File: config.mk
export PLATFORM = sky130hd
export DESIGN_NAME = psd_ram
export DESIGN_NICKNAME = d
export VERILOG_FILES = /design/src/sv/psd_ram.sv
export SDC_FILE = /design/constraint.sdc
export NUM_CORES = 1
export LEC_CHECK = 0
export BUFFER_PORTS_ARGS = -buffer_cell sky130_fd_sc_hd__buf_4
export CORE_AREA = 2 2 404 406
export CTS_CLUSTER_DIAMETER = 120
export DETAILED_ROUTE_END_ITERATION = 8
export DIE_AREA = 0 0 406 408
export GPL_ROUTABILITY_DRIVEN = 0
export SLEW_MARGIN = 20
export SYNTH_ARGS = -nofsm -noshare
export SYNTH_HDL_FRONTEND = slang
export SYNTH_SLANG_ARGS = --single-unit
File: constraint.sdc
create_clock -name clk_i -period 6.86 [get_ports clk_i]
set_input_delay 0.686 -clock clk_i [delete_from_list [all_inputs] [get_ports clk_i]]
set_output_delay 0.686 -clock clk_i [all_outputs]
set_load 0.01 [all_outputs]
File: src/sv/psd_ram.sv
// Generic simple dual-port RAM: one write port, one registered read port.
`timescale 1ns / 1ps

module psd_ram #(
  parameter int unsigned WIDTH = 16,
  parameter int unsigned DEPTH = 64,
  parameter int unsigned AW    = (DEPTH > 1) ? $clog2(DEPTH) : 1
) (
  input  logic             clk_i,
  input  logic             we_i,
  input  logic [AW-1:0]    waddr_i,
  input  logic [WIDTH-1:0] wdata_i,
  input  logic [AW-1:0]    raddr_i,
  output logic [WIDTH-1:0] rdata_o
);

  logic [WIDTH-1:0] mem_q [DEPTH];

  always_ff @(posedge clk_i) begin
    if (we_i) begin
      mem_q[waddr_i] <= wdata_i;
    end
    rdata_o <= mem_q[raddr_i];
  end

endmodule

; ---- Yosys cells after proc, flatten, opt, wreduce, memory -nomap -nowiden
; Memories as Yosys holds them, arrays and structs flattened. A register that Yosys moved wholly into a read port is not among the register bits.
; Index checks and enable logic that the tools add are counted.
[classes]
n_mux = 2
[ops]
columns = op, n
row1 = 1-bit 2-to-1 mux, 2
[totals]
register_bits = 0
mem_bits_rw = 1024
input_bits = 30
output_inout_bits = 16
elab_cells = 3
memories = 1
[mem_list]
columns = memory, depth, width, read_ports, rd_clocked_by_memory_dff, write_ports, line_no
row1 = mem_q, 64, 16, 1, 1, 1, 17  ; logic [WIDTH-1:0] mem_q [DEPTH];

; ---- Depth between registers and ports, before layout
[logic_depth]
word_depth = 2
depth_mapped = 10

; ---- Least setup slack after synthesis
; No wires, ideal clock.
[synth_timing]
kind = input -> register
from = in waddr_i[3]
to = mem mem_q[48][0], enable pin
t_arrival_ps = 2312
required_ps = 6451
path_slack_ps = 4139
path_stages = 4
n_path_buf = 1
cell_sequence = clkbuf_1 > nor2b_1 > nand4b_1 > nor3_1
[synth_lines]
columns = element, line_no
row1 = "start, declared", 11  ; input logic [AW-1:0] waddr_i,
row2 = "end, declared", 17
; Straight into the memory's write port.

==> results.rst <==
.. list-table::
   :header-rows: 1

   * - Metric
     - Value
   * - # IOs
     - 46
   * - Final nets
     - 1988
   * - Adder and majority cell fraction of the synthesized area
     - 0%
   * - Postcts setup bufs
     - 0
   * - Fraction of final layout cells sized beyond drive strength 1
     - 25.7%
   * - Final slew viol count
     - 0
   * - Max-cap check violation count
     - 0
   * - Category of the worst setup path launch point
     - input pin
   * - Setup-failing EPs final
     - 0
   * - PostCTS Resize Cnt
     - 0
   * - Dominant combinational cell family by area after synthesis
     - multiplexers
   * - CTS HTree Levels
     - 3
   * - Achievable Freq
     - 0.331 GHz
   * - Complex-gate fraction of the synthesized area
     - 2.41%
   * - Number of failing hold endpoints at the final stage
     - 0
   * - Hold_buf cts
     - 0
   * - Number of antenna violations at the first check in global routing
     - 14
   * - Crit path max fanout
     - 83
   * - Required arrival time at the worst endpoint
     - approximately 7400 ps
   * - Post-synthesis average cell area
     - 21.9 sq um
   * - Post-route insts no fill
     - 4217
   * - Delay of the slowest critical-path stage
     - approximately 500 ps
   * - Die width
     - 406 um
   * - Simple-gate share of the synthesized area
     - between 2 and 3%
   * - Clock Skews
     - 26.1 ps
   * - Peak supply drop
     - about 200 uV
   * - Crit path kind
     - input pin to register
   * - Wirelength, routed
     - 97600 um
   * - Remaining global-route overflow
     - 0
   * - Critical-path top delay cell
     - buf_6
   * - Count of vias placed by the detailed router
     - approximately 19000
   * - Leakage power summed over all cells
     - 0.0142 uW
   * - Register area share after synthesis
     - between 70% and 80%
   * - Initial DRT Pass Iterations
     - 6
   * - #FFs+latches synth
     - approximately 1000
   * - Root buffer selected by CTS
     - clkbuf_16
   * - Dominant synthesized flop cell
     - edfxtp_1
   * - Multiplexer share of the synthesized area
     - 15.5%
   * - Effective utilization at floorplan
     - about a quarter
   * - Number of warnings printed during yosys synthesis
     - 0
   * - Total placed cells including tap cells
     - 4024
   * - Synth async-reset ratio
     - 0%
   * - Largest net degree at the start of global routing
     - 91
   * - Cell Chain, Critical Path
     - buf_6 -> buf_12 -> mux4_2 -> mux2_2 -> nand2_1 -> nand4_1 -> and4_1
   * - Total negative setup slack
     - 0 ps
   * - Status
     - complete, no violations
   * - Num CTS Buffers
     - approximately 110
   * - Post-DRT Antenna Nets
     - 0
   * - Post-layout minimum cycle time
     - 3020 ps
   * - Remaining routing DRC violations
     - 0
   * - Capturing element type of the critical path
     - register
   * - Number of global-route vias before repair
     - 18900
   * - Violation count after the first detailed-routing iteration
     - 2154
   * - Wire length of the first global-routing pass
     - approximately 140000 um
   * - Routed length per placed instance
     - 23.1 um
   * - Number of nets produced by synthesis
     - 1859
   * - Worst slew slack as a fraction of its limit
     - 21.1%
   * - Detail Placement HPWL
     - 56500 um
   * - Unrepaired setup endpoints after global routing
     - no
   * - Tightest Pin Transition
     - 1180 ps
   * - Num Clock Sinks
     - 1040
   * - Data arrival at the endpoint of the critical path
     - approximately 3600 ps
   * - GR Util All Layers
     - 11.5%
   * - Vias per cell
     - 4.47
   * - Gate count after technology mapping
     - 1829
   * - Core region area
     - 162000 sq um
   * - Worst min-delay path class
     - input pin to register
   * - Post-route fraction of the period consumed by the critical path
     - between 40% and 50%
   * - Die Y-Extent
     - ~400 um
   * - Area growth from synthesis to layout
     - 15.8%
   * - Post-synth EDFFs
     - 1024
   * - Summed instance area of the synthesized netlist
     - about 40000 sq um
   * - Buffer depth of the longest clock path
     - 3
   * - Xor and xnor fraction of the mapped netlist area
     - 0%
   * - Clock insertion delay at the later pin of the skew report
     - 660 ps
   * - Total die area
     - ~170000 sq um
   * - Clock Pin Slew Worst Setup and Hold Paths
     - 60 ps
   * - Clock tree from TritonCTS
     - yes
   * - Pwr Density
     - 285 nW/um^2
   * - Number of distinct library cells after synthesis
     - 43
   * - Number of core rows
     - 148
   * - Count of buffers inserted at the top-level ports
     - 45
cell type report:
type	count	area (sq um)
Antenna cell	4	10.0
Clock buffer	145	2960
Fill cell	15700	115000
Tap cell	2175	2720
Multi-Input combinational cell	685	8260
Clock inverter	44	334
Sequential cell	1040	31100
Timing Repair Buffer	124	1010
report_power, final:
group          internal, uW  switching [uW]  total, uW  leakage, uW
logic                   231             411        643      0.00326
registers              7040            34.1       7070      0.00935
clock network          3180            2300       5480      0.00160
layer usage:
layer  GRT usage (%)  vias to the layer above  part of all wire (%)
met1            15.8                    10100                    42
li1                -                     7935                     -
met2            17.9                      646                    47
met4            2.99                       18                   2.6
met5               0                        -                  0.12
met3            3.38                      160                   8.4
worst paths after layout:
check | end | slack [ps] | cells after the start | startpoint
worst min register to register | rdata_o[13] | 900 | 3 | mem_q[34][13]
worst min-delay path | mem_q[49][5] | 510 | 2 | waddr_i[1]
worst max register to register | rdata_o[2] | 4650 | 5 | mem_q[22][2]
worst max-delay path | rdata_o[2] | 3840 | 7 | raddr_i[1]
cell usage in the layout, fill, tap and decap left out, types with 6 or more instances in the layout:
cell type  count
a311oi_1       8
a21oi_1       17
dfxtp_1       16
clkbuf_1      29
nand4_1       12
buf_4        116
nor2b_1       27
clkbuf_16    111
clkinv_1      21
a211oi_1       8
nand2_1       59
mux2_2        27
clkinv_2      13
a211o_1        8
nand3_1       24
a22o_1         6
a221oi_1      16
a221o_1        6
mux4_2       220
edfxtp_1    1024
mux2i_1       85
a31oi_1        8
nor2_1        71
a22oi_1       39
logic make-up after synthesis:
logic type	Yosys count
AND/OR/NAND/NOR	220
flip-flops	1040
buffers and inverters	104
multiplexers	336
AO/OA/AOI/OAI	129
worst max-delay path: cells and delay by family:
family / cells / cell delay (ps)
buffers and inverters: 2 / 1000
and+or+nand+nor: 3 / 930
muxes: 2 / 740
through the flow:
stage / cell area (sq um) / hold slack (ps) / worst slack, ps / util (%) / total power (uW)
final: 46400 / 508 / 3840 / 28.7 / 13200
after global routing: 46400 / 497 / 3700 / 28.7 / 13600
after CTS: 46400 / 477 / 3800 / 28.7 / 13300
after detailed placement: 43100 / 894 / 3100 / 26.6 / 7860
after global placement: 43100 / 877 / 3060 / 26.6 / 7850
after floorplan: 40000 / 750 / 4140 / - / 7550
state kept, by name (all words and copies together), names as in the netlist:
signal	flops
mem_q	1024
rdata_o	16
cell usage after synthesis (all sizes together) (2+ instances only):
library cell | count | share of area [%]
buf | 77 | 1.6
and2 | 2 | 0.031
a221o | 6 | 0.15
a22o | 6 | 0.13
mux2i | 85 | 2.1
dfxtp | 16 | 0.80
a41oi | 5 | 0.11
nand3 | 24 | 0.30
edfxtp | 1024 | 77
nor2 | 74 | 0.71
nand2b | 3 | 0.047
a211o | 8 | 0.17
nor3 | 2 | 0.025
clkbuf | 27 | 0.27
a221oi | 16 | 0.35
a22oi | 39 | 0.73
nand3b | 2 | 0.037
mux2 | 27 | 0.76
nand4 | 12 | 0.19
o21ai | 8 | 0.10
a311oi | 8 | 0.17
nand2 | 60 | 0.58
and4 | 5 | 0.11
mux4 | 224 | 13
a31oi | 8 | 0.12
nor2b | 30 | 0.47
a211oi | 8 | 0.15
a21oi | 17 | 0.21
nor4 | 3 | 0.094
Power figures use the tool's default switching activity.
